**config.mk**
```make
export PLATFORM = sky130hd
export DESIGN_NAME = spf_cell
export DESIGN_NICKNAME = d
export VERILOG_FILES = /design/src/hw/rtl/spf_cell.sv
export SDC_FILE = /design/constraint.sdc
export NUM_CORES = 1
export LEC_CHECK = 0
export ABC_AREA = 1
export BUFFER_PORTS_ARGS = -buffer_cell sky130_fd_sc_hd__clkbuf_2
export CORE_ASPECT_RATIO = 1.5
export CORE_MARGIN = 2
export CORE_UTILIZATION = 38
export DETAILED_ROUTE_END_ITERATION = 6
export GPL_TIMING_DRIVEN = 1
export HOLD_SLACK_MARGIN = 0.08
export PLACE_DENSITY_LB_ADDON = 0.1
export SYNTH_ARGS = -nofsm -noshare
export SYNTH_HDL_FRONTEND = slang
export SYNTH_SLANG_ARGS = --single-unit
```
**constraint.sdc**
```tcl
create_clock -name aclk -period 9.7 [get_ports aclk]
set_input_delay 1.455 -clock aclk [delete_from_list [all_inputs] [get_ports aclk]]
set_output_delay 1.455 -clock aclk [all_outputs]
set_load 0.1 [all_outputs]
```
**src/hw/rtl/spf_cell.sv**
```systemverilog
// ----------------------------------------------------------------------------
// spf_cell: one cell of the systolic insertion sorter
// Keep the smaller of held and incoming value, pass the larger on; in drain
// mode take the held value of the next cell.
// ----------------------------------------------------------------------------
module spf_cell #(
    parameter int W = 42
) (
    input  logic         aclk,
    input  logic         aresetn,
    input  logic         drain,
    input  logic         in_valid,
    input  logic [W-1:0] in_data,
    input  logic         nb_valid,
    input  logic [W-1:0] nb_data,
    output logic         held_valid,
    output logic [W-1:0] held_data,
    output logic         out_valid,
    output logic [W-1:0] out_data
);
    logic         hv_reg, hv_next;
    logic [W-1:0] hd_reg, hd_next;
    logic         ov_reg, ov_next;
    logic [W-1:0] od_reg, od_next;

    always_comb begin
        hv_next = hv_reg;
        hd_next = hd_reg;
        ov_next = 1'b0;
        od_next = od_reg;
        if (drain) begin
            hv_next = nb_valid;
            hd_next = nb_data;
        end else if (in_valid) begin
            if (!hv_reg) begin
                hv_next = 1'b1;
                hd_next = in_data;
            end else if (in_data < hd_reg) begin
                hd_next = in_data;
                ov_next = 1'b1;
                od_next = hd_reg;
            end else begin
                ov_next = 1'b1;
                od_next = in_data;
            end
        end
    end

    always_ff @(posedge aclk) begin
        if (!aresetn) begin
            hv_reg <= 1'b0;
            ov_reg <= 1'b0;
        end else begin
            hv_reg <= hv_next;
            ov_reg <= ov_next;
        end
        hd_reg <= hd_next;
        od_reg <= od_next;
    end

    assign held_valid = hv_reg;
    assign held_data  = hd_reg;
    assign out_valid  = ov_reg;
    assign out_data   = od_reg;
endmodule

```
======== Yosys cells after proc, flatten, opt, wreduce, memory -nomap -nowiden ========
Index checks and enable logic that the tools add are counted.
operators by class
  add/subtract/negate cells ............... 0
  $mul .................................... 0
  divide/modulo/power cells ............... 0
  order comparisons ....................... 1
  equal/unequal tests ..................... 1
  shift operators ......................... 0
  multiplexer cells ....................... 8
  bitwise gates (word level) .............. 3
  reduce and logical (&&, ||, !) cells .... 4
operator list
  cell                                                              number
  42-bit 2-to-1 mux                                                 5
  42-bit less-than comparator                                       1
  1-bit 2-to-1 mux                                                  3
  3-bit by 2-bit != test with 1-bit output (second input constant)  1
  1-bit inverter                                                    3
  3-bit AND reduction                                               1
  3-bit OR reduction                                                1
  2-bit AND reduction                                               1
  2-bit nonzero test                                                1
word-level totals
  bits in registers ....................... 86
  latch bits .............................. 0
  bits in writable memories ............... 0
  ROM bits ................................ 0
  input bits .............................. 89
  word-level logic and storage cells ...... 21
  memories kept ........................... 0

======== Depth between registers and ports, before layout ========
Gate-level depths: netlist (run 1).
  depth after elaboration ................. 5
  gate-level depth with buffers ........... 15
  gate-level depth less buffers ........... 14

======== Least setup slack after synthesis (run 1) ========
No wires, ideal clock.
  path kind ............................... input to register
  from .................................... input port in_data[33]
  to ...................................... register hd_reg[0] (netlist: held_data[0]), enable pin
  setup time .............................. 0.455 ns
  arrival time ............................ 4.644 ns
  data required time ...................... 9.245 ns
  slack ................................... 4.600 ns
  cell stages on the path ................. 8
  buffers on the path ..................... 1
  cell sequence ........................... ha_1 a21o_1 nor2_1 nand2_1 a21oi_4 nand3_4 buf_6 a21oi_1
on the way
  longest elaborated chain between the ends .. 3
ends and longest elaborated chain
  element                                             RTL line  RTL
  start: declaration                                  13        input logic [W-1:0] in_data,
  42-bit less-than comparator                         38        end else if (in_data < hd_reg) begin
  3-bit by 2-bit != test with 1-bit output (no line)  --
  2-bit AND reduction (no line)                       --
  end signal: assignment                              57        hd_reg <= hd_next;
  end: declaration                                    22        logic [W-1:0] hd_reg, hd_next;
No other way between the ends.
A chain may end at the register's enable or synchronous reset.

======== Final worst setup path (run 1) ========
  from .................................... input port in_data[23]
  to ...................................... register hd_reg[24] (netlist: held_data[24]), enable pin
The elaborated chain is that of the path after synthesis.

==> flow_metrics.env, run 1 <==
export IMPL_ys_seq_elements=86
export IMPL_p_sw_w=0.000464
export IMPL_post_place_ws_ns=4.72
export IMPL_antenna_found_initial=0
export IMPL_start_util_pct=38.5
export IMPL_cts_resized=0
export IMPL_setup_violations_final=0
export IMPL_first_global_vias=4134
export IMPL_final_core_util_pct=48.3
export IMPL_fillers=1311
export IMPL_ys_warn_count=0
export IMPL_busiest_layer="met2"
export IMPL_pwr_density_cell_nw_per_um2=192
export IMPL_syn_avg_cell_area_sq_um=8.81
export IMPL_routedWlPerCell_um=14.6
export IMPL_routabilityCongestion=0.757
export IMPL_p_leak_nw=3.26
export IMPL_antenna_cells=0
export IMPL_grt_remaining_overflow=0
export IMPL_final_max_slew_violation_count=0
export IMPL_drv_cap=0
export IMPL_vias=4302
export IMPL_worstPathArrival_ns=4.55
export IMPL_io_buffers=174
export IMPL_die_y_um=144
export IMPL_switching_share_pct=38.8
export IMPL_slew_headroom_pct=38.9
export IMPL_postRouteAntennaNets=0
export IMPL_synthesis_nets=693
export IMPL_die_area_sq_um=14000
export IMPL_netlist_top_cells_area="edfxtp_1 51%, nand2_1 19%, ha_1 10%, nand4_1 5.4%, inv_1 4.5%"
export IMPL_hpwl_um=9090
export IMPL_comb_power_share_pct=32.7
export IMPL_layout_nets=858
export IMPL_synth_top_cell_area_share_pct=50.9
export IMPL_pwr_share_seq_pct=39.1
export IMPL_cts_buffers=9
export IMPL_synth_seq_area_share_pct=51.7
export IMPL_fin_crit_ns=4.59
export IMPL_layout_drive_gt1_share_pct=27.3
export IMPL_final_cell_mix="256 x nand2_1, 174 x clkbuf_2, 84 x edfxtp_1"
export IMPL_finClkSkew_ns=0.00770
export IMPL_routed_via_density=4.83
export IMPL_rsz0062_at_grt="no"
export IMPL_met1_usage_pct=21.5
export IMPL_post_route_drc_count=0
export IMPL_crit_type="input port to register"
export IMPL_clock_power_share_pct=28.2
export IMPL_p_int_w=0.000731
export IMPL_status="complete, no violations"
export IMPL_grt_util_all_layers_pct=18.3
export IMPL_dpl_cell_area_sq_um=5950
export IMPL_clockRootBuffer="clkbuf_16"
export IMPL_holdBufCountCts=0
export IMPL_seq_area_sq_um=2560
export IMPL_worst_pin_slew_ns=0.914
export IMPL_grt_first_pass_wirelength_um=20300
export IMPL_multi_input_area_sq_um=2060
export IMPL_io_pins=175
export IMPL_core_sq_um=12900
export IMPL_finalCritPeriodShare_pct=47.3
export IMPL_insertion_delay_ns=0.34
export IMPL_netlist_area_sq_um=4960
export IMPL_cp_max_fo=43
export IMPL_hold_violations=0
export IMPL_layout_commonest_cell="nand2_1"
export IMPL_cts_sinks=86
export IMPL_syn_to_final_growth_pct=25.7
export IMPL_use_met2_pct=33.8
export IMPL_ir_worst_vdd_mv=0.0819
export IMPL_grt_start_max_net_pins=46
export IMPL_end_kind="register"
export IMPL_worstPathRequired_ns=9.67
export IMPL_drt_pass1_iterations=4
export IMPL_start_kind="input port"
export IMPL_cts_tree="done"
export IMPL_hold_path_class="register to register"
export IMPL_postLayoutSetupSlackWorst_ns=5.11
export IMPL_postCtsSetupBuffers=0
export IMPL_synth_cells=563
export IMPL_yosys_cell_types_count=25
export IMPL_drtIter0Drc=206
export IMPL_rows=51
export IMPL_fmax_ghz=0.218
export IMPL_wl_um=13000
export IMPL_clockBufferDepth=2
export IMPL_yosys_area_top_type="edfxtp_1"
export IMPL_htreeDepth=3
export IMPL_tns_ns=0
export IMPL_met3_usage_pct=3.60
export IMPL_stdcell_area_sq_um=6230
export IMPL_cts_clk_slew_worst_paths_ns=0.06
export IMPL_die_w_um=97.3
[cell families (layout without fill, tap and decap cells)]
family	after synthesis	count (layout)	synth area share, %
AO/OA/AOI/OAI	24	24	2.90
adder cells (fa/ha/maj)	41	41	10.3
buffers and inverters	85	254	7.24
flip-flops	86	86	51.7
AND/OR/NAND/NOR	327	327	27.8
[synthesized netlist by cell type, drive strengths merged]
master and count:
edfxtp 84, buf 12, inv 59, nand3 6, clkbuf 13, and2 2, nor2 16, nand3b 1
o21ai 2, a21o 2, o21a 3, clkinv 1, ha 41, nand2 258, a21oi 17, dfxtp 2
nor3 1, nand4 43
[routing by layer]
layer  vias to the layer above  share of wire, %
li1                       2185                 -
met1                      1982                41
met2                       124                53
met3                        11               5.1
met4                         0               1.1
met5                         -                 0
[state kept, by name, summed over array words and instances, names as in the netlist]
signal,count
held_data,42
out_valid,1
held_valid,1
out_data,42
[worst max-delay path: stages]
cell      delay (ns)
clkbuf_2        0.11
ha_1            0.32
a21oi_1         0.14
o21ai_0         0.11
nor2_1          0.15
nand2_1         0.08
nand2_2         0.64
nand3_4         0.68
a21oi_4         0.28
buf_4           0.52
[layout make-up]
class | instances | share of cell area [%]
Clock buffer | 11 | 3.73
Tap cell | 159 | 3.19
Timing Repair Buffer | 179 | 14.6
Clock inverter | 4 | 0.783
Inverter | 60 | 3.61
Sequential cell | 86 | 41.1
Multi-Input combinational cell | 392 | 33.0
[stage by stage]
step | hold slack (ns) | power, W | cells
global route | 0.636 | 0.00125 | 891
floorplan | 1.01 | 0.000787 | 563
global placement | 0.552 | 0.000864 | 876
CTS | 0.564 | 0.00121 | 891
finish | 0.564 | 0.00120 | 891
detailed placement | 0.556 | 0.000869 | 876
[power by group through the flow]
stage                     Clock, W  Combinational, W  Sequential [W]
after global routing      0.000359          0.000422        0.000471
after global placement           0          0.000388        0.000475
after floorplan                  0          0.000131        0.000655
final                     0.000337          0.000391        0.000467
after CTS                 0.000347          0.000395        0.000468
after detailed placement         0          0.000394        0.000475
[final timing paths]
path / startpoint / endpoint / slack (ns) / cells after the start
setup reg to reg: held_data[23] / held_data[24] / 5.90 / 10
setup / recovery: in_data[23] / held_data[24] / 5.11 / 10
hold / removal: held_valid / held_valid / 0.56 / 3
hold reg to reg: held_valid / held_valid / 0.56 / 3
Note: power is estimated with default switching activity, not from simulation.
==> inputs of run 2 (changes only) <==
==> constraint.sdc (replaced) <==
create_clock -name aclk -period 4.2 [get_ports aclk]
set_input_delay 0.63 -clock aclk [delete_from_list [all_inputs] [get_ports aclk]]
set_output_delay 0.63 -clock aclk [all_outputs]
set_load 0.1 [all_outputs]
==> run 2 against run 1 <==
  * Cell area rose by 1.7%
  * Setup slack got worse by 3.4 ns
  * First-iteration DRC count shrank 32%
  * Sequential share of layout area decreased by 0.71 points
  * Die area unchanged
==> flow_metrics.env, run 2 (same netlist as run 1, synthesis figures left out) <==
export IMPL_grt_start_max_net_pins=45
export IMPL_tns_ns=0
export IMPL_grt_util_all_layers_pct=19.4
export IMPL_routed_via_density=4.87
export IMPL_drv_cap=0
export IMPL_postCtsSetupBuffers=0
export IMPL_worst_path_most_repeated_cell="a21oi_4"
export IMPL_finClkSkew_ns=0.00811
export IMPL_cts_clk_slew_worst_paths_ns=0.06
export IMPL_cp_cell_sequence="inv_1 > ha_1 > a21o_1 > nor2_1 > nand2_1 > a21oi_4 > nand3_4 > a21oi_4 > buf_4"
export IMPL_cp_max_fo=17
export IMPL_holdWs_ns=0.497
export IMPL_first_global_vias=4382
export IMPL_final_max_slew_violation_count=0
export IMPL_htreeDepth=3
export IMPL_grt_remaining_overflow=0
export IMPL_start_util_pct=38.5
export IMPL_multi_input_area_sq_um=2060
export IMPL_final_cell_mix="256 x nand2_1, 174 x clkbuf_2, 84 x edfxtp_1"
export IMPL_core_sq_um=12900
export IMPL_antenna_found_initial=0
export IMPL_die_w_um=97.3
export IMPL_slowest_delay_ns=0.43
export IMPL_slew_headroom_pct=37.1
export IMPL_worstPathArrival_ns=2.51
export IMPL_final_core_util_pct=49.2
export IMPL_layout_drive_gt1_share_pct=28.0
export IMPL_syn_to_final_growth_pct=27.9
export IMPL_hold_violations=0
export IMPL_pwr_density_cell_nw_per_um2=465
export IMPL_die_area_sq_um=14000
export IMPL_drt_pass1_iterations=4
export IMPL_antenna_cells=0
export IMPL_rows=51
export IMPL_routedWlPerCell_um=15.1
export IMPL_io_pins=175
export IMPL_vias=4367
export IMPL_hold_path_depth=2
export IMPL_p_total_w=0.00295
export IMPL_fillers=1289
export IMPL_hpwl_um=9400
export IMPL_worst_pin_slew_ns=0.942
export IMPL_rsz0062_at_grt="no"
export IMPL_crit_buf_inv=2
export IMPL_crit_slowest_cell="edfxtp_1"
export IMPL_die_y_um=144
export IMPL_drtIter0Drc=141
export IMPL_cp_top_family="compound AO/OA/AOI/OAI gates"
export IMPL_status="complete, no violations"
export IMPL_finalCritPeriodShare_pct=59.3
export IMPL_cts_buffers=9
export IMPL_layout_nets=863
export IMPL_p_leak_nw=3.32
export IMPL_grt_first_pass_wirelength_um=21500
export IMPL_post_route_drc_count=0
export IMPL_insertion_delay_ns=0.33
export IMPL_rr_worst_depth=9
export IMPL_hold_path_class="input port to register"
export IMPL_worstPathRequired_ns=4.22
export IMPL_clockBufferDepth=2
export IMPL_clockRootBuffer="clkbuf_16"
export IMPL_fmax_ghz=0.401
export IMPL_ir_worst_vdd_mv=0.241
export IMPL_cts_tree="done"
export IMPL_setup_violations_final=0
export IMPL_routabilityCongestion=0.822
export IMPL_crit_type="register to register"
export IMPL_start_kind="register"
export IMPL_cp_depth=9
export IMPL_cts_sinks=86
export IMPL_cts_resized=0
export IMPL_end_kind="register"
export IMPL_io_buffers=174
export IMPL_seq_area_sq_um=2560
export IMPL_holdBufCountCts=0
export IMPL_postRouteAntennaNets=0
export IMPL_fin_crit_ns=2.49
export IMPL_wl_um=13500
export IMPL_layout_commonest_cell="nand2_1"
## run 2: stage by stage
stage	area, sq um	setup WS, ns	std cells
after floorplan	4960	0.348	563
after global placement	5990	1.39	881
after detailed placement	5990	1.32	881
after CTS	6340	1.64	896
after global routing	6340	1.48	896
final	6340	1.71	896
## run 2: metal layers
| metal | GRT usage [%] | vias to the layer above | wire [um] |
|---|---|---|---|
| met4 | 6.07 | 0 | 238 |
| met1 | 23.0 | 2001 | 5410 |
| met3 | 3.45 | 21 | 713 |
| met5 | 0 | - | 0 |
| met2 | 35.7 | 146 | 7160 |
| li1 | - | 2199 | - |
## run 2: final timing paths
path,startpoint,end,slack (ns)
worst min-delay path,nb_valid,held_valid,0.50
worst max-delay path,held_data[33],held_data[24],1.71
worst max register to register,held_data[33],held_data[24],1.71
worst min register to register,held_valid,held_valid,0.57
## run 2: final cells by class
class                      count  share of cell area, %
tap                          159                   3.14
timing repair buffer         184                   14.9
sequential                    86                   40.4
clock buffer                  11                   3.67
inverter                      60                   3.55
multi-input combinational    392                   32.4
clock inverter                 4                   1.89
## run 2: power by group
group | switching [W] | leakage (nW) | total (W) | internal (W)
Combinational | 0.000713 | 2.32 | 0.000910 | 0.000197
Sequential | 0.0000396 | 0.832 | 0.00108 | 0.00104
Clock | 0.000321 | 0.170 | 0.000961 | 0.000639
## run 2: worst reg2reg max path: cells and delay by family, from the launching register on
kind / cells / cell delay [ns]
compound gates: 3 / 0.79
fa+ha+maj: 1 / 0.23
buf+inv: 2 / 0.42
flops: 1 / 0.43
simple gates: 3 / 0.32
