`src/hw/rtl/spf_pkg.sv`:
```
// ----------------------------------------------------------------------------
// spf_pkg: shared types and constants of the scanline polygon span filler
// Status codes, phases, state enums and the point key packing.
// ----------------------------------------------------------------------------
package spf_pkg;

    localparam int MAX_POINTS_DEF = 1024;
    localparam int SORT_CELLS_DEF = 16;
    localparam int XW             = 34;   // Q18.16 edge accumulator width
    localparam int KEY_W          = 32;

    typedef enum logic [2:0] {
        RS_OK     = 3'd0,
        RS_SPAN   = 3'd1,
        RS_NOSPAN = 3'd2,
        RS_FEW    = 3'd3,
        RS_ODD    = 3'd4,
        RS_OVF    = 3'd5
    } status_t;

    typedef enum logic [2:0] {
        PH_COLLECT,
        PH_FULL,
        PH_SPANS,
        PH_ERR_FEW,
        PH_ERR_ODD,
        PH_ERR_OVF
    } phase_t;

    typedef enum logic [2:0] {
        E_IDLE,
        E_SETUP,
        E_DIV,
        E_SLOPE,
        E_STEP
    } edge_st_t;

    typedef enum logic [3:0] {
        ST_IDLE,
        ST_EDGE,
        ST_VFIN,
        ST_CLOSE,
        ST_CFIN,
        ST_SORT_INIT,
        ST_SORT_RD,
        ST_SORT_FLUSH,
        ST_SORT_DRAIN,
        ST_SORT_CHK,
        ST_SPAN_A,
        ST_SPAN_B,
        ST_DONE
    } top_st_t;

    typedef struct packed {
        logic              busy;
        logic              ovf;
        logic              pt_valid;
        logic [KEY_W-1:0]  pt_key;
    } edge_stat_t;

    function automatic logic [KEY_W-1:0] key_of(input logic [15:0] x, input logic [15:0] y);
        return {y ^ 16'h8000, x ^ 16'h8000};
    endfunction

endpackage

```
`src/hw/rtl/spf_edge.sv`:
```
// ----------------------------------------------------------------------------
// spf_edge: edge rasterizer
// Order endpoints, divide dx<<16 by dy one bit a cycle, then step one row a
// cycle and emit the rounded crossing key.
// ----------------------------------------------------------------------------
module spf_edge (
    input  logic                  aclk,
    input  logic                  aresetn,
    input  logic                  start,
    input  logic signed [15:0]    xa,
    input  logic signed [15:0]    ya,
    input  logic signed [15:0]    xb,
    input  logic signed [15:0]    yb,
    input  logic                  halt,
    output spf_pkg::edge_stat_t   stat
);
    import spf_pkg::*;

    edge_st_t st_reg, st_next;
    logic signed [15:0] xa_reg, xa_next, ya_reg, ya_next;
    logic signed [15:0] xb_reg, xb_next, yb_reg, yb_next;
    logic [15:0]        dy_reg, dy_next;
    logic [31:0]        num_reg, num_next;
    logic               neg_reg, neg_next;
    logic [15:0]        rem_reg, rem_next;
    logic [31:0]        q_reg, q_next;
    logic [4:0]         cnt_reg, cnt_next;
    logic signed [XW-1:0] m_reg, m_next, x_reg, x_next;
    logic signed [15:0] y_reg, y_next;

    logic               swap;
    logic signed [15:0] lx, ly, hx, hy;
    logic signed [16:0] dy_w, dx_w, adx;
    logic [16:0]        sh, diff;
    logic               ge;
    logic signed [XW-1:0] qe, xn, t, tn, vq;
    logic signed [15:0] yn;

    always_comb begin
        swap = ya_reg > yb_reg;
        lx   = swap ? xb_reg : xa_reg;
        ly   = swap ? yb_reg : ya_reg;
        hx   = swap ? xa_reg : xb_reg;
        hy   = swap ? ya_reg : yb_reg;
        dy_w = {hy[15], hy} - {ly[15], ly};
        dx_w = {hx[15], hx} - {lx[15], lx};
        adx  = dx_w[16] ? -dx_w : dx_w;
        sh   = {rem_reg, num_reg[31]};
        diff = sh - {1'b0, dy_reg};
        ge   = sh >= {1'b0, dy_reg};
        qe   = {2'b00, q_reg};
        xn   = x_reg + m_reg;
        t    = xn + XW'(32768);
        tn   = -t;
        vq   = t[XW-1] ? -(tn >>> 16) : (t >>> 16);
        yn   = y_reg + 16'sd1;
    end

    always_comb begin
        st_next = st_reg;
        case (st_reg)
            E_IDLE:  if (start) st_next = E_SETUP;
            E_SETUP: st_next = (ya_reg == yb_reg) ? E_IDLE : E_DIV;
            E_DIV:   if (cnt_reg == 5'd31) st_next = E_SLOPE;
            E_SLOPE: st_next = E_STEP;
            E_STEP:  if (halt || yn == yb_reg) st_next = E_IDLE;
            default: st_next = E_IDLE;
        endcase
    end

    always_comb begin
        xa_next  = xa_reg;
        ya_next  = ya_reg;
        xb_next  = xb_reg;
        yb_next  = yb_reg;
        dy_next  = dy_reg;
        num_next = num_reg;
        neg_next = neg_reg;
        rem_next = rem_reg;
        q_next   = q_reg;
        cnt_next = cnt_reg;
        m_next   = m_reg;
        x_next   = x_reg;
        y_next   = y_reg;
        case (st_reg)
            E_IDLE: begin
                if (start) begin
                    xa_next = xa;
                    ya_next = ya;
                    xb_next = xb;
                    yb_next = yb;
                end
            end
            E_SETUP: begin
                xa_next  = lx;
                ya_next  = ly;
                yb_next  = hy;
                dy_next  = dy_w[15:0];
                num_next = {adx[15:0], 16'h0000};
                neg_next = dx_w[16];
                rem_next = '0;
                q_next   = '0;
                cnt_next = '0;
            end
            E_DIV: begin
                rem_next = ge ? diff[15:0] : sh[15:0];
                q_next   = {q_reg[30:0], ge};
                num_next = {num_reg[30:0], 1'b0};
                cnt_next = cnt_reg + 5'd1;
            end
            E_SLOPE: begin
                m_next = neg_reg ? -qe : qe;
                x_next = {{(XW-32){xa_reg[15]}}, xa_reg, 16'h0000};
                y_next = ya_reg;
            end
            E_STEP: begin
                x_next = xn;
                y_next = yn;
            end
            default: ;
        endcase
    end

    always_ff @(posedge aclk) begin
        if (!aresetn) begin
            st_reg <= E_IDLE;
        end else begin
            st_reg <= st_next;
        end
        xa_reg  <= xa_next;
        ya_reg  <= ya_next;
        xb_reg  <= xb_next;
        yb_reg  <= yb_next;
        dy_reg  <= dy_next;
        num_reg <= num_next;
        neg_reg <= neg_next;
        rem_reg <= rem_next;
        q_reg   <= q_next;
        cnt_reg <= cnt_next;
        m_reg   <= m_next;
        x_reg   <= x_next;
        y_reg   <= y_next;
    end

    always_comb begin
        stat.busy     = st_reg != E_IDLE;
        stat.ovf      = (st_reg == E_STEP) && halt;
        stat.pt_valid = (st_reg == E_STEP) && !halt;
        stat.pt_key   = key_of(vq[15:0], yn);
    end
endmodule

```
`config.mk`:
```
export PLATFORM = sky130hd
export DESIGN_NAME = spf_edge
export DESIGN_NICKNAME = d
export VERILOG_FILES = /design/src/hw/rtl/spf_pkg.sv /design/src/hw/rtl/spf_edge.sv
export SDC_FILE = /design/constraint.sdc
export NUM_CORES = 1
export LEC_CHECK = 0
export BUFFER_PORTS_ARGS = -buffer_cell sky130_fd_sc_hd__buf_2
export CAP_MARGIN = 15
export CORE_MARGIN = 3
export CORE_UTILIZATION = 60
export CTS_BUF_LIST = sky130_fd_sc_hd__clkbuf_8
export DETAILED_ROUTE_END_ITERATION = 12
export PLACE_DENSITY_LB_ADDON = 0.1
export SYNTH_ARGS = -nofsm -noshare
export SYNTH_HDL_FRONTEND = slang
export SYNTH_SLANG_ARGS = --single-unit
```
`constraint.sdc`:
```
create_clock -name aclk -period 9 [get_ports aclk]
set_clock_uncertainty 0.2 [all_clocks]
set_input_delay 0.45 -clock aclk [delete_from_list [all_inputs] [get_ports aclk]]
set_output_delay 0.45 -clock aclk [all_outputs]
set_load 0.05 [all_outputs]
```
After elaboration in Yosys (flattened, before gate mapping)
Index checks and enable logic that the tools add are counted.

cells by class
  muxes and demuxes = 25
  $add $sub $neg = 11
  magnitude comparators = 2
  bitwise operators = 2
  equal/unequal tests = 10
  reductions and logical operators = 12

operators by type and width
  kind                      number
  $mux W16                  10
  $pmux W16 S2              5
  $pmux W32 S2              2
  $pmux W34 S2              1
  $add A34 B17 Y34 const B  1
  $add A34 B34 Y34          1
  $neg A32 Y34              1
  $eq A16 B16 Y1            2
  $mux W32                  1
  $neg A16 Y16              2
  $neg A32 Y32              1
  $sub A16 B16 Y16          2
  $ge A17 B16 Y1            1
  $sub A16 B16 Y17          1
  $add A16 B2 Y16 const B   1
  $gt A16 B16 Y1            1
  $pmux W3 S5               1
  $pmux W5 S2               1
  $mux W3                   3
  $eq A3 B2 Y1 const B      2
  $ne A2 B2 Y1 const B      3
  $reduce_bool A2 Y1        3
  $add A5 B1 Y5 const B     1
  $eq A5 B5 Y1 const B      1
  other kinds (11)          14

word-level totals
  bits in registers = 253

Longest topological paths before layout
  depth after elaboration = 6
  gate-level depth with buffers = 30
  mapped depth without buffers = 25

Worst setup path before layout
OpenSTA, ideal clock, no wires.

  path kind = flip-flop to flip-flop
  from = register yb_reg[5]
  to = register num_reg[25], data pin
  buffers on the path = 6
  arrival time = 6.321 ns
  required time = 8.529 ns
  cell stages (with the launch flop) = 30
  setup slack = 2.209 ns
  clock period less this slack = 6.791 ns
  cells stage by stage = edfxtp_1 > inv_1 > ha_1 > a21o_1 > a21o_1 > a21oi_1 > o31a_1 > a31oi_2 > and2_0 > clkbuf_1 > clkbuf_1 > buf_1 > buf_1 > clkbuf_1 > buf_1 > nor2_1 > a21oi_1 > ha_1 > o21ai_0 > nand4_1 > o211a_1 > nor3_1 > o41ai_1 > a221oi_1 > or4b_2 > o211ai_2 > clkinv_1 > o21ai_0 > xnor2_1 > a21oi_1

RTL lines
  element                             line                            text
  start, declared                     spf_edge.sv:21                  logic signed [15:0] xb_reg, xb_next, yb_reg, yb_next;
  start signal, assigned              spf_edge.sv:133                 yb_reg <= yb_next;
  $gt A16 B16 Y1 (*)                  spf_edge.sv:40                  swap = ya_reg > yb_reg;
  $mux W16, on equally long branches  spf_edge.sv:43, spf_edge.sv:41
  $sub A16 B16 Y17 (*)                spf_edge.sv:46                  dx_w = {hx[15], hx} - {lx[15], lx};
  via dx_w[16]                        spf_edge.sv:33                  logic signed [16:0] dy_w, dx_w, adx;
  $mux W16 (*)                        spf_edge.sv:47                  adx = dx_w[16] ? -dx_w : dx_w;
  $pmux W32 S2 (*)                    spf_edge.sv:85                  case (st_reg)
  via num_next[25]                    spf_edge.sv:23                  logic [31:0] num_reg, num_next;
  end signal, assigned                spf_edge.sv:135                 num_reg <= num_next;
  end, declared                       spf_edge.sv:23

The timed path passes the listed nets; every way through them passes the cells marked *. The select of a mux whose other input is x is not followed.
A chain may end at the register's enable or synchronous reset.

==> results.sh <==
export IMPL_start_util=0.619
export IMPL_crit_path_end_kind="output pin"
export IMPL_clockPowerShare=0.245
export IMPL_nets=2161
export IMPL_fmax_mhz=134
export IMPL_p_int_uw=2300
export IMPL_cts_sinks=237
export IMPL_min_path_cells=3
export IMPL_ys_warn_count=0
export IMPL_tightest_slew_ns=1.14
export IMPL_grt_pass1_wl_mm=71.4
export IMPL_hold_class="in -> reg"
export IMPL_status="finished clean"
export IMPL_slowest_delay_ns=0.63
export IMPL_rr_endpoint="num_reg[23]"
export IMPL_rows=61
export IMPL_p_sw_frac=0.355
export IMPL_via_per_inst=6.11
export IMPL_reg2regPathDepth=22
export IMPL_cp_top_family="simple AND/OR/NAND/NOR gates"
export IMPL_postCtsSetupBuffers=0
export IMPL_core_area_um2=28200
export IMPL_syn_to_final_growth_pct=9.32
export IMPL_r2r_start="yb_reg[14]"
export IMPL_h_tree_depth=2
export IMPL_gp_congestion=0.905
export IMPL_path_clk_slew_ns=0.06
export IMPL_slowest_stage="or4b_2"
export IMPL_async_flop_share=0
export IMPL_finalSetupTns_ns=0
export IMPL_die_width_um=177
export IMPL_diodes=0
export IMPL_synth_seq_cells=237
export IMPL_dr_first_iter_drc_count=1209
export IMPL_routedWlPerCell_um=17.8
export IMPL_pre_cts_slack_ns=2.11
export IMPL_drc=0
export IMPL_pin_count=103
export IMPL_place_hpwl_mm=31.8
export IMPL_cp_required_ns=8.35
export IMPL_fp_dieArea_um2=31200
export IMPL_numPortBuffers=102
export IMPL_cts_buffers=39
export IMPL_syn_area_per_cell_um2=9.04
export IMPL_root_buffer="clkbuf_8"
export IMPL_drv_cap=0
export IMPL_ys_types=93
export IMPL_p_per_area_nw_per_um2=186
export IMPL_synthesis_nets=2077
export IMPL_cts_path_max_buffers=3
export IMPL_max_slew_margin=0.240
export IMPL_ant_nets=0
export IMPL_synth_edff_count=234
export IMPL_cts_tree="done"
export IMPL_ff2ff_setup_slack_ns=2.47
export IMPL_power_switching_uw=1260
export IMPL_synth_top_area_frac=0.402
export IMPL_num_vias=14800
export IMPL_power_leakage_uw=0.00757
export IMPL_maxSlewViolCount=0
export IMPL_worstSkewPairLatency_ns=0.53
export IMPL_synth_area_top_cells="edfxtp_1, xnor2_1, ha_1"
export IMPL_setup_violations=0
export IMPL_grt_max_degree=112
export IMPL_syn_cell_area_um2=17500
export IMPL_path_class="reg -> out"
export IMPL_final_period_utilization=0.830
export IMPL_synth_seq_area_share=0.406
export IMPL_synth_area_leader_cell="edfxtp_1"
export IMPL_n_fill_cell=2272
export IMPL_finalHoldViolCount=0
export IMPL_syn_instance_count=1932
export IMPL_cp_arrival_ns=6.82
export IMPL_ir_drop_mv=0.136
export IMPL_startpoint_type="flip-flop"
export IMPL_power_uw=3560
export IMPL_worstHoldStart="ya[15]"
export IMPL_regArea_um2=7090
export IMPL_antenna_found_initial=0
export IMPL_multi_input_area_um2=9660
export IMPL_pwr_share_comb=0.339
export IMPL_grt_usage=0.277
export IMPL_path_buf_inv=2
export IMPL_dieHeight_um=177
export IMPL_drt_pass1_iter_count=5
export IMPL_wl_mm=43.1
export IMPL_seq_power_share=0.416
export IMPL_ys_flop_type="edfxtp_1"
export IMPL_min_period_ns=7.47
export IMPL_rsz0062_at_grt="false"
export IMPL_grt_pass1_vias=14500
export IMPL_path_cells="ha_1, nand2_1, nor3_1, nand4_1, a21oi_1, nand2b_1, inv_1, ha_1, nand2b_1, or2_2, o2111ai_1, nor2_1, or4_1, or4b_2, nand2_1, a41o_1, o21ai_0, o21bai_1, o31ai_1, nand3b_1, xnor2_1, buf_2"
export IMPL_drive_gt1_frac=0.108
export IMPL_grt_overflow=0
export IMPL_worst_slack_ns=1.53
export IMPL_critical_path_max_fanout=13
==> area by class of cell <==
type / count / share of cell area
clock buffers: 41 / 0.0295
multi-input cells: 1504 / 0.506
well taps: 378 / 0.0248
repair buffers: 132 / 0.0409
inverters: 102 / 0.0201
clock inverters: 28 / 0.00780
flip-flops and latches: 237 / 0.371
==> power groups by stage <==
| stage | combinational (µW) | clock (µW) | sequential, µW |
|---|---|---|---|
| 6_report | 1210 | 871 | 1480 |
| 5_1_grt | 1340 | 945 | 1490 |
| 4_1_cts | 1200 | 897 | 1480 |
| 3_5_place_dp | 1180 | 0 | 1500 |
| 3_3_place_gp | 1160 | 0 | 1490 |
| 2_1_floorplan | 945 | 0 | 1460 |
==> worst min-delay path: cells and delay by family <==
kind | cells | cell delay [ns]
and+or+nand+nor | 1 | 0.04
buffers and inverters | 1 | 0.07
AOI/OAI and AO/OA | 1 | 0.07
==> placed cells by master, fill, tap and decap left out, drive strengths merged, types with 12 or more instances in the layout <==
cell type,Yosys,layout
a211oi,21,21
a21o,24,24
a21oi,80,80
a31oi,63,63
and3,49,49
buf,23,114
clkbuf,66,41
dlygate4sd3,0,18
edfxtp,234,234
ha,75,75
inv,101,119
maj3,18,18
mux2i,20,20
nand2,247,247
nand2b,39,39
nand3,56,56
nand4,25,25
nor2,186,186
nor2b,22,22
nor3,34,34
nor4,17,17
o21ai,127,127
o21bai,13,13
o31ai,16,16
o41ai,12,12
or2,13,13
or3,17,17
xnor2,117,117
xor2,69,69
==> Yosys cell counts (7+ instances only) <==
cell type	number
nand2_1	247
edfxtp_1	234
nor2_1	186
o21ai_0	122
xnor2_1	117
inv_1	100
a21oi_1	77
ha_1	75
xor2_1	69
clkbuf_1	66
a31oi_1	62
nand3_1	55
and3_1	48
nand2b_1	39
nor3_1	33
nand4_1	25
a21o_1	24
nor2b_1	22
mux2i_1	20
a211oi_1	19
maj3_1	18
nor4_1	16
o31ai_1	16
or3_1	16
buf_2	13
o21bai_1	12
o41ai_1	12
or2_2	12
a21boi_0	9
buf_1	9
mux2_2	9
o21a_1	9
a221oi_1	8
and4_1	8
and2_1	7
or4_1	7
==> logic make-up after synthesis <==
group,share of synthesized area
DFF,0.406
AOI/OAI and AO/OA,0.167
adders and majority gates,0.0663
muxes,0.0173
buffers and inverters,0.0422
xor gates and xnor gates,0.0932
and+or+nand+nor,0.209
==> routing by layer <==
| metal | share of wire | GRT usage | vias up |
|---|---|---|---|
| li1 | - | - | 7187 |
| met1 | 0.43 | 0.375 | 7009 |
| met2 | 0.48 | 0.472 | 516 |
| met3 | 0.065 | 0.0339 | 82 |
| met4 | 0.024 | 0.0812 | 0 |
| met5 | 0 | 0 | - |
==> worst max-delay path by stage <==
stage | slack (ns) | startpoint | to | depth (start not counted)
global route | 0.85 | x_reg[14] | stat[15] | 22
detailed placement | 2.11 | m_reg[14] | stat[15] | 22
global placement | 2.26 | m_reg[14] | stat[15] | 22
CTS | 1.53 | m_reg[14] | stat[15] | 22
floorplan | 2.21 | yb_reg[5] | num_reg[25] | 29
finish | 1.53 | m_reg[14] | stat[15] | 22
==> stage by stage <==
| step | util | hold slack [ns] | cells | instance area [µm²] |
|---|---|---|---|---|
| floorplan | - | 0.266 | 1932 | 17500 |
| global placement | 0.644 | 0.305 | 2334 | 18200 |
| detailed placement | 0.644 | 0.322 | 2334 | 18200 |
| CTS | 0.676 | 0.00306 | 2421 | 19100 |
| global route | 0.676 | 0.0263 | 2422 | 19100 |
| finish | 0.676 | 0.0354 | 2422 | 19100 |
==> what timing repair did <==
item	4_1_cts	5_1_grt
hold endpoints to repair	18	0
gates resized for setup	0	0
hold buffers	18	0
No activity file was read; power rests on OpenSTA's default activity.
